[src/sv/assert_macros.svh]
// Assertion macros shared by the scheduler RTL.
`ifndef ASSERT_MACROS_SVH
`define ASSERT_MACROS_SVH

// Clocked property, checked outside reset.
`define ASSERT_CLK(label, prop, msg) \
  label: assert property (@(posedge clk) disable iff (!rst_n) (prop)) else $error(msg);

// Clocked property, checked during reset as well.
`define ASSERT_ALWAYS(label, prop, msg) \
  label: assert property (@(posedge clk) (prop)) else $error(msg);

`endif

[src/sv/rbs_pkg.sv]
// Types and constants for the radio burst scheduler.
package rbs_pkg;

  localparam int unsigned SLOT_COUNT = 2048;
  localparam int unsigned SLOT_W     = 11;

  localparam int unsigned IN_TDATA_W  = 96;
  localparam int unsigned OUT_TDATA_W = 144;
  localparam int unsigned OUT_TUSER_W = 2;
  localparam int unsigned CFG_IDX_W   = 2;
  localparam int unsigned CFG_DATA_W  = 16;
  localparam int unsigned REM_W       = 6;

  localparam logic [7:0]  THRESHOLD_RST = 8'd8;
  localparam logic [5:0]  LIMIT_RST     = 6'd20;
  localparam logic [15:0] TIMEOUT_RST   = 16'(4 * 500);

  localparam logic [CFG_IDX_W-1:0] REG_BURST_THRESHOLD = 2'd0;
  localparam logic [CFG_IDX_W-1:0] REG_BURST_LIMIT     = 2'd1;
  localparam logic [CFG_IDX_W-1:0] REG_DATA_TIMEOUT    = 2'd2;
  localparam logic [CFG_IDX_W-1:0] REG_STATUS_TIMEOUT  = 2'd3;

  localparam logic KIND_DATA   = 1'b0;
  localparam logic KIND_STATUS = 1'b1;

  typedef enum logic [2:0] {
    S_IDLE,
    S_ROLL,
    S_DECIDE,
    S_DATA,
    S_STAT
  } rbs_state_t;

  typedef struct packed {
    logic capture;
    logic roll;
    logic decide;
    logic emit_data;
    logic emit_status;
  } rbs_cmd_t;

  typedef struct packed {
    logic out_free;
    logic burst;
    logic plain_status;
    logic status_due;
    logic rem_one;
  } rbs_sts_t;

endpackage

[src/sv/rbs_ctrl.sv]
// Controller state machine for the radio burst scheduler.
`include "assert_macros.svh"

module rbs_ctrl (
  input  logic              clk,
  input  logic              rst_n,
  input  logic              in_tvalid,
  output logic              in_tready,
  input  rbs_pkg::rbs_sts_t sts,
  output rbs_pkg::rbs_cmd_t cmd
);
  import rbs_pkg::*;

  rbs_state_t state_r, state_nxt;

  always_ff @(posedge clk) begin
    if (!rst_n) begin
      state_r <= S_IDLE;
    end else begin
      state_r <= state_nxt;
    end
  end

  always_comb begin
    state_nxt = state_r;
    cmd       = '0;
    in_tready = 1'b0;
    case (state_r)
      S_IDLE: begin
        in_tready = 1'b1;
        if (in_tvalid) begin
          cmd.capture = 1'b1;
          state_nxt   = S_ROLL;
        end
      end
      S_ROLL: begin
        cmd.roll  = 1'b1;
        state_nxt = S_DECIDE;
      end
      S_DECIDE: begin
        cmd.decide = 1'b1;
        if (sts.burst) begin
          state_nxt = S_DATA;
        end else if (sts.plain_status) begin
          state_nxt = S_STAT;
        end else begin
          state_nxt = S_IDLE;
        end
      end
      S_DATA: begin
        if (sts.out_free) begin
          cmd.emit_data = 1'b1;
          if (sts.rem_one) begin
            state_nxt = sts.status_due ? S_STAT : S_IDLE;
          end
        end
      end
      S_STAT: begin
        if (sts.out_free) begin
          cmd.emit_status = 1'b1;
          state_nxt       = S_IDLE;
        end
      end
      default: begin
        state_nxt = S_IDLE;
      end
    endcase
  end

  `ASSERT_CLK(a_accept_to_roll, (in_tvalid && in_tready) |=> (state_r == S_ROLL), "accepted poll did not start evaluation")
  `ASSERT_CLK(a_status_ends_poll, cmd.emit_status |=> (state_r == S_IDLE), "status beat did not end the poll")
  `ASSERT_CLK(a_emit_needs_room, (cmd.emit_data || cmd.emit_status) |-> sts.out_free, "beat loaded into a full output register")

endmodule

[src/sv/rbs_datapath.sv]
// Datapath: configuration, scheduler state, poll evaluation and output register.
`include "assert_macros.svh"

module rbs_datapath (
  input  logic                                clk,
  input  logic                                rst_n,
  input  logic                                cfg_valid,
  input  logic [rbs_pkg::CFG_IDX_W-1:0]       cfg_index,
  input  logic [rbs_pkg::CFG_DATA_W-1:0]      cfg_data,
  input  logic [rbs_pkg::IN_TDATA_W-1:0]      in_tdata,
  input  rbs_pkg::rbs_cmd_t                   cmd,
  output rbs_pkg::rbs_sts_t                   sts,
  output logic                                out_tvalid,
  input  logic                                out_tready,
  output logic [rbs_pkg::OUT_TDATA_W-1:0]     out_tdata,
  output logic [rbs_pkg::OUT_TUSER_W-1:0]     out_tuser,
  output logic                                out_tlast
);
  import rbs_pkg::*;

  // configuration
  logic [7:0]  thresh_r;
  logic [5:0]  limit_r;
  logic [15:0] data_to_r;
  logic [15:0] status_to_r;

  // scheduler state
  logic [31:0] rp_r, rp_nxt;
  logic [31:0] lb_r, lb_nxt;
  logic [31:0] ls_r, ls_nxt;
  logic [31:0] dcnt_r, dcnt_nxt;
  logic [31:0] scnt_r, scnt_nxt;

  // poll registers
  logic [31:0] now_r, wr_r, drop_r, fill_r;
  logic [REM_W-1:0] rem_r;
  logic burst_r, sdue_r;

  // output register
  logic                   ovalid_r, ovalid_nxt;
  logic [OUT_TDATA_W-1:0] odata_r;
  logic [OUT_TUSER_W-1:0] ouser_r;
  logic                   olast_r;

  // evaluation
  logic             negative, positive, data_due, status_due, burst;
  logic [5:0]       lim;
  logic [REM_W-1:0] cnt;
  logic             load;

  always_ff @(posedge clk) begin
    if (!rst_n) begin
      thresh_r    <= THRESHOLD_RST;
      limit_r     <= LIMIT_RST;
      data_to_r   <= TIMEOUT_RST;
      status_to_r <= TIMEOUT_RST;
    end else if (cfg_valid) begin
      case (cfg_index)
        REG_BURST_THRESHOLD: thresh_r    <= cfg_data[7:0];
        REG_BURST_LIMIT:     limit_r     <= cfg_data[5:0];
        REG_DATA_TIMEOUT:    data_to_r   <= cfg_data;
        REG_STATUS_TIMEOUT:  status_to_r <= cfg_data;
        default: ;
      endcase
    end
  end

  always_comb begin
    negative   = fill_r[31];
    positive   = !negative && (fill_r != 32'd0);
    data_due   = (now_r - lb_r) > {16'd0, data_to_r};
    status_due = (now_r - ls_r) > {16'd0, status_to_r};
    burst      = (!negative && (fill_r > {24'd0, thresh_r})) || (data_due && positive);
    lim        = (limit_r == 6'd0) ? 6'd1 : limit_r;
    cnt        = (fill_r > {26'd0, lim}) ? lim : fill_r[REM_W-1:0];
  end

  assign load = cmd.emit_data || cmd.emit_status;

  always_comb begin
    rp_nxt   = rp_r;
    lb_nxt   = lb_r;
    ls_nxt   = ls_r;
    dcnt_nxt = dcnt_r;
    scnt_nxt = scnt_r;
    if (cmd.roll && ((now_r < lb_r) || (now_r < ls_r))) begin
      lb_nxt = now_r;
      ls_nxt = now_r;
    end
    if (cmd.decide && burst) begin
      lb_nxt = now_r;
    end
    if (cmd.emit_data) begin
      rp_nxt   = rp_r + 32'd1;
      dcnt_nxt = dcnt_r + 32'd1;
    end
    if (cmd.emit_status) begin
      scnt_nxt = scnt_r + 32'd1;
      ls_nxt   = now_r;
    end
  end

  always_ff @(posedge clk) begin
    if (!rst_n) begin
      rp_r   <= '0;
      lb_r   <= '0;
      ls_r   <= '0;
      dcnt_r <= '0;
      scnt_r <= '0;
    end else begin
      rp_r   <= rp_nxt;
      lb_r   <= lb_nxt;
      ls_r   <= ls_nxt;
      dcnt_r <= dcnt_nxt;
      scnt_r <= scnt_nxt;
    end
  end

  always_ff @(posedge clk) begin
    if (!rst_n) begin
      burst_r <= 1'b0;
      sdue_r  <= 1'b0;
      rem_r   <= '0;
    end else begin
      if (cmd.decide) begin
        burst_r <= burst;
        sdue_r  <= status_due;
        rem_r   <= cnt;
      end else if (cmd.emit_data) begin
        rem_r <= rem_r - REM_W'(1);
      end
    end
  end

  // poll payload; the fill is taken after capture, while stored times roll over
  always_ff @(posedge clk) begin
    if (cmd.capture) begin
      now_r  <= in_tdata[31:0];
      wr_r   <= in_tdata[63:32];
      drop_r <= in_tdata[95:64];
    end
    if (cmd.roll) begin
      fill_r <= wr_r - rp_r;
    end
  end

  assign sts.out_free     = !ovalid_r || out_tready;
  assign sts.burst        = burst;
  assign sts.plain_status = status_due && (fill_r == 32'd0);
  assign sts.status_due   = sdue_r;
  assign sts.rem_one      = (rem_r == REM_W'(1));

  always_comb begin
    ovalid_nxt = ovalid_r;
    if (load) begin
      ovalid_nxt = 1'b1;
    end else if (out_tready) begin
      ovalid_nxt = 1'b0;
    end
  end

  always_ff @(posedge clk) begin
    if (!rst_n) begin
      ovalid_r <= 1'b0;
    end else begin
      ovalid_r <= ovalid_nxt;
    end
  end

  // tdata: slot, data total, status total, stamp, dropped, zero pad
  always_ff @(posedge clk) begin
    if (cmd.emit_data) begin
      odata_r <= {5'd0, 32'd0, 32'd0, 32'd0, dcnt_r + 32'd1, rp_r[SLOT_W-1:0]};
      ouser_r <= {1'b0, KIND_DATA};
      olast_r <= sts.rem_one && !sdue_r;
    end else if (cmd.emit_status) begin
      odata_r <= {5'd0, drop_r, now_r, scnt_r + 32'd1, dcnt_r, {SLOT_W{1'b0}}};
      ouser_r <= {burst_r, KIND_STATUS};
      olast_r <= 1'b1;
    end
  end

  assign out_tvalid = ovalid_r;
  assign out_tdata  = odata_r;
  assign out_tuser  = ouser_r;
  assign out_tlast  = olast_r;

  `ASSERT_CLK(a_rp_step, cmd.emit_data |=> (rp_r == $past(rp_r) + 32'd1), "read pointer did not advance on a data beat")
  `ASSERT_CLK(a_rem_nonzero, cmd.emit_data |-> (rem_r != '0), "data beat with no sends left")
  `ASSERT_CLK(a_stamp_time, cmd.emit_status |=> (ls_r == now_r), "status time not updated on status beat")

endmodule

[src/sv/radio_burst_scheduler_unit.sv]
// Radio burst scheduler: poll in, burst of data-slot and status send beats out.
// A poll is accepted only while idle; evaluation follows (rollover and fill, then decision),
// then one send beat per cycle into the single output register, unless out_tready stalls it.
// A poll yields 0 to 64 beats and holds the unit until its last beat is loaded; the first beat
// reaches the ports through the roll and decide states and then the output register.
// rst_n (synchronous) zeroes pointers, times and counters and loads register defaults.
module radio_burst_scheduler_unit (
  input  logic                                clk,
  input  logic                                rst_n,
  input  logic                                cfg_valid,
  output logic                                cfg_ready,
  input  logic [rbs_pkg::CFG_IDX_W-1:0]       cfg_index,
  input  logic [rbs_pkg::CFG_DATA_W-1:0]      cfg_data,
  input  logic                                in_tvalid,
  output logic                                in_tready,
  // [31:0] now_time, [63:32] write_pointer, [95:64] drop_count
  input  logic [rbs_pkg::IN_TDATA_W-1:0]      in_tdata,
  output logic                                out_tvalid,
  input  logic                                out_tready,
  // [10:0] slot_index, [42:11] sent_data_total, [74:43] sent_status_total,
  // [106:75] stamp, [138:107] dropped, [143:139] zero
  output logic [rbs_pkg::OUT_TDATA_W-1:0]     out_tdata,
  // [0] send_kind, [1] pipelined
  output logic [rbs_pkg::OUT_TUSER_W-1:0]     out_tuser,
  // last_of_run
  output logic                                out_tlast
);
  import rbs_pkg::*;

  rbs_cmd_t cmd;
  rbs_sts_t sts;

  assign cfg_ready = 1'b1;

  rbs_ctrl u_ctrl (
    .clk       (clk),
    .rst_n     (rst_n),
    .in_tvalid (in_tvalid),
    .in_tready (in_tready),
    .sts       (sts),
    .cmd       (cmd)
  );

  rbs_datapath u_dp (
    .clk        (clk),
    .rst_n      (rst_n),
    .cfg_valid  (cfg_valid),
    .cfg_index  (cfg_index),
    .cfg_data   (cfg_data),
    .in_tdata   (in_tdata),
    .cmd        (cmd),
    .sts        (sts),
    .out_tvalid (out_tvalid),
    .out_tready (out_tready),
    .out_tdata  (out_tdata),
    .out_tuser  (out_tuser),
    .out_tlast  (out_tlast)
  );

endmodule
[config.mk]
export PLATFORM = sky130hd
export DESIGN_NAME = radio_burst_scheduler_unit
export DESIGN_NICKNAME = d
export VERILOG_FILES = /design/src/sv/rbs_pkg.sv /design/src/sv/rbs_ctrl.sv /design/src/sv/rbs_datapath.sv /design/src/sv/radio_burst_scheduler_unit.sv
export VERILOG_INCLUDE_DIRS = /design/src /design/src/sv
export SDC_FILE = /design/constraint.sdc
export NUM_CORES = 1
export LEC_CHECK = 0
export BUFFER_PORTS_ARGS = -buffer_cell sky130_fd_sc_hd__buf_2
export CORE_ASPECT_RATIO = 0.5
export CORE_MARGIN = 2
export CORE_UTILIZATION = 60
export DETAILED_ROUTE_END_ITERATION = 6
export PLACE_DENSITY_LB_ADDON = 0.1
export SKIP_LAST_GASP = 1
export SYNTH_ARGS = -nofsm -noshare
export SYNTH_HDL_FRONTEND = slang
export SYNTH_SLANG_ARGS = --single-unit
[constraint.sdc]
create_clock -name clk -period 12.35 [get_ports clk]
set_input_delay 1.235 -clock clk [delete_from_list [all_inputs] [get_ports clk]]
set_output_delay 1.235 -clock clk [all_outputs]
set_load 0.05 [all_outputs]
==> impl_metrics.yaml <==
logic_synthesis:
  synth_seq_area_share: 0.4668
  synth_edf_count: 172
  postSynthCellCount: 2618
  synth_cell_types: 84
  ys.warnings.count: 0
  synth_area_sq_um: 24620
  synth_ff_type: "dfxtp_1"
  yosysTopAreaCell: "dfxtp_1"
  yosys-top-cells-area: "dfxtp_1, edfxtp_1, ha_1, nand2_1, xnor2_1"
  synth_top_cell_area_share: 0.2570
  async_flop_share: 0
  synth_seq_cells: 488
  syn_area_per_cell_sq_um: 9.403
routing:
  dr.max_layer_used: "met4"
  drc: 0
  wl_met3_um: 2753
  drtAntennaViolNets: 0
  drt-total-wl_um: 55840
  drt_first_pass_iters: 6
  drtIter0Drc: 1328
  vias: 18671
  routed_wire_length_per_instance_um: 16.38
  vias_per_cell: 5.477
  met2WireLength_um: 24950
  wl_met1_um: 26950
timing:
  setup_viol_count_final: 0
  holdWs_ns: 0.4481
  slew_headroom: 0.2152
  maxSlewViolCount: 0
  max_freq_ghz: 0.1784
  tightestPinTransition_ns: 1.177
  rsz0062_at_grt: "no"
  finalClockSkew_ns: 0.01419
  period_needed_ns: 5.606
  setup_tns_ns: 0
  fin_crit_sh: 0.4539
  final_hold_viol_count: 0
cts:
  cts_tree: "built"
  clock_path_buffers: 3
  htreeDepth: 2
  cts-root-buf: "clkbuf_16"
  clk_pin_slew_ns: 0.07
  cts_made_buffers: 43
  post-cts-setup-buffers: 0
  post_cts_resize_count: 0
  clkLatencyLatePin_ns: 0.56
  cts_hold_buf: 0
  cts_sinks: 488
layout:
  syn2layout_area_growth_pct: 12.24
  final_util: 0.6828
  instances_no_fill: 3409
  nets: 3101
  multiInputGateArea_sq_um: 11970
  n_fill_cell: 3317
  drive_gt1_frac: 0.1283
  design_area_sq_um: 27630
  area.sequential_sq_um: 11490
floorplan:
  start_util: 0.6083
  ios: 269
  die_area_sq_um: 42760
  rows: 52
  fp.coreArea_sq_um: 40470
  die-height_um: 147.2
  die_w_um: 290.5
power_and_ir_drop:
  power.leakage_uw: 0.01110
  p_seq_frac: 0.462
  clkPwrFrac: 0.360
  powerDensity_nw_per_um2: 139.6
  combinationalPowerShare: 0.178
  internal_power_uw: 2784
  switching_share: 0.2783
  power.switching_uw: 1073
  peakVddDrop_uv: 132.1
worst_hold_path:
  holdPathStages: 2
  hold_end: "u_dp.out_tdata[55]"
  hold_class: "reg -> reg"
  min_from: "u_dp.out_tdata[55]"
placement:
  place_inst: 3328
  post_dp_cell_area_sq_um: 26180
  hpwl_um: 39740
  gp_congestion: 0.9147
  io_buffers: 262
outcome:
  status: "complete, no violations"
worst_setup_path:
  crit_arrival_ns: 6.09
  slowest_delay_ns: 0.93
  r2r-end: "u_dp.lb_r[17]"
  worstPathCellList: "ha_1 > o21ai_0 > a21oi_1 > nor3_1 > o21ai_1 > a21oi_1 > xnor2_1 > ha_1 > nand4_1 > nor3_1 > mux2i_1 > a21oi_1 > nor4b_4 > o311ai_1 > nor4_2 > nand4_1 > o41ai_2 > and2b_2 > mux2i_1"
  critical_path_class: "reg -> reg"
  cp_max_fo: 32
  crit_path_top_delay_cell: "and2b_2"
  cp-end-kind: "register"
  required_ns: 12.83
  reg2reg_depth: 19
  startpoint_type: "register"
  regToRegSetupSlack_ns: 6.74
  crit_top_cell: "a21oi_1"
  rr_startpoint: "u_dp.now_r[2]"
grt:
  grt_start_max_net_pins: 139
  antenna_found_initial: 0
  grt_pass1_wl_um: 89750
  grt_overflow: 0
  track_usage: 0.2572
  first_global_vias: 17397
job:
  maxCapViolCount: 0
==> worst max-delay path, delay by kind of cell, from the launching register on <==
family	cells	cell delay [ns]
fa+ha+maj	2	0.72
xor+xnor	1	0.16
flops	1	0.47
compound gates	7	1.64
simple gates	7	2.00
mux	2	0.50
==> cells in the final DEF, fill, tap and decap left out, types with 30 or more instances in the layout <==
cell	instances
nand2_1	424
dfxtp_1	316
buf_2	261
inv_1	174
a21oi_1	172
edfxtp_1	172
ha_1	146
xnor2_1	135
nor2_1	105
and2_1	104
o21ai_0	95
mux2i_1	80
nor2b_1	66
nand3_1	56
xor2_1	52
clkbuf_16	47
nand4_1	40
and3_1	37
a21boi_0	35
nor3_1	34
o21a_1	30
==> how the worst max path moves through the flow <==
stage	slack, ns	start	depth (start not counted)	to
floorplan	7.93	u_ctrl.state_r[2]	3	u_dp.drop_r[0]
global placement	6.97	u_dp.now_r[2]	19	u_dp.lb_r[15]
detailed placement	6.76	u_dp.now_r[3]	19	u_dp.lb_r[11]
CTS	6.73	u_dp.now_r[2]	19	u_dp.lb_r[17]
global route	6.24	u_dp.now_r[3]	19	u_dp.lb_r[4]
finish	6.74	u_dp.now_r[2]	19	u_dp.lb_r[17]
==> cells by family (layout without fill, tap and decap cells) <==
logic type,count (synthesis),after routing,share of synthesized area
AO/OA/AOI/OAI,485,485,0.1233
XOR/XNOR,187,187,0.06653
AND/OR/NAND/NOR,946,946,0.1846
adder cells (fa/ha/maj),149,149,0.07665
multiplexers,81,81,0.03299
other,2,7,0.0003051
buffers and inverters,280,526,0.04880
flip-flops,488,488,0.4668
==> cells in the mapped netlist (4+ instances only) <==
cell type and number:
inv_1 175, and2_1 105, buf_2 6, nand3_1 57, nor3_1 34, o2111ai_1 6
nand2_1 424, xor2_1 52, or2_2 5, nand4_1 40, nor4_1 17, ha_1 146
a21o_1 29, a211oi_1 13, mux2i_1 80, buf_4 9, a2111oi_0 5, o31a_1 6
dlygate4sd3_1 6, clkbuf_1 73, o21ai_1 4, edfxtp_1 172, o21a_1 30, and4_1 8
dfxtp_1 316, o21bai_1 5, and3_1 39, buf_1 5, o22ai_1 5, a31oi_1 12
nor2b_1 66, a21boi_0 35, a21oi_1 172, nor2_1 106, or3_1 12, o211ai_1 28
xnor2_1 135, nand2b_1 15, o21ai_0 95
==> layer usage <==
layer  up-vias  GRT usage
met3        82    0.04342
met4         0    0.06218
met5         -          0
li1       9450          -
met2       377     0.4173
met1      8762     0.3615
==> state kept, by name (all words and copies together) (netlist names), 2 cells and up <==
name,cells
u_dp.ls_r,32
u_dp.wr_r,32
u_dp.drop_r,32
u_dp.out_tdata,139
u_dp.rem_r,6
u_ctrl.state_r,3
u_dp.fill_r,32
u_dp.data_to_r,16
u_dp.limit_r,6
u_dp.thresh_r,8
u_dp.out_tuser,2
u_dp.lb_r,32
u_dp.scnt_r,32
u_dp.dcnt_r,32
u_dp.status_to_r,16
u_dp.now_r,32
u_dp.rp_r,32
==> layout make-up <==
cell class,count,area share
diodes,1,0.00009057
clock buffers,60,0.04542
clock inverters,20,0.007110
inverters,175,0.02377
multi-input cells,1854,0.4331
flip-flops and latches,488,0.4159
well taps,540,0.02445
repair buffers,271,0.05013
==> per-stage QoR <==
stage          worst slack [ns]  total power (uW)
3_5_place_dp              6.758              2488
3_3_place_gp              6.970              2479
4_1_cts                   6.728              3874
2_1_floorplan             7.928              2321
5_1_grt                   6.239              4022
6_report                  6.744              3857
==> power groups by stage <==
stage | combinational [uW] | sequential (uW) | clock, uW
2_1_floorplan | 487 | 1830 | 0
3_3_place_gp | 664 | 1810 | 0
3_5_place_dp | 671 | 1820 | 0
4_1_cts | 677 | 1780 | 1420
5_1_grt | 757 | 1790 | 1470
6_report | 685 | 1780 | 1390
Power figures use the tool's default switching activity.
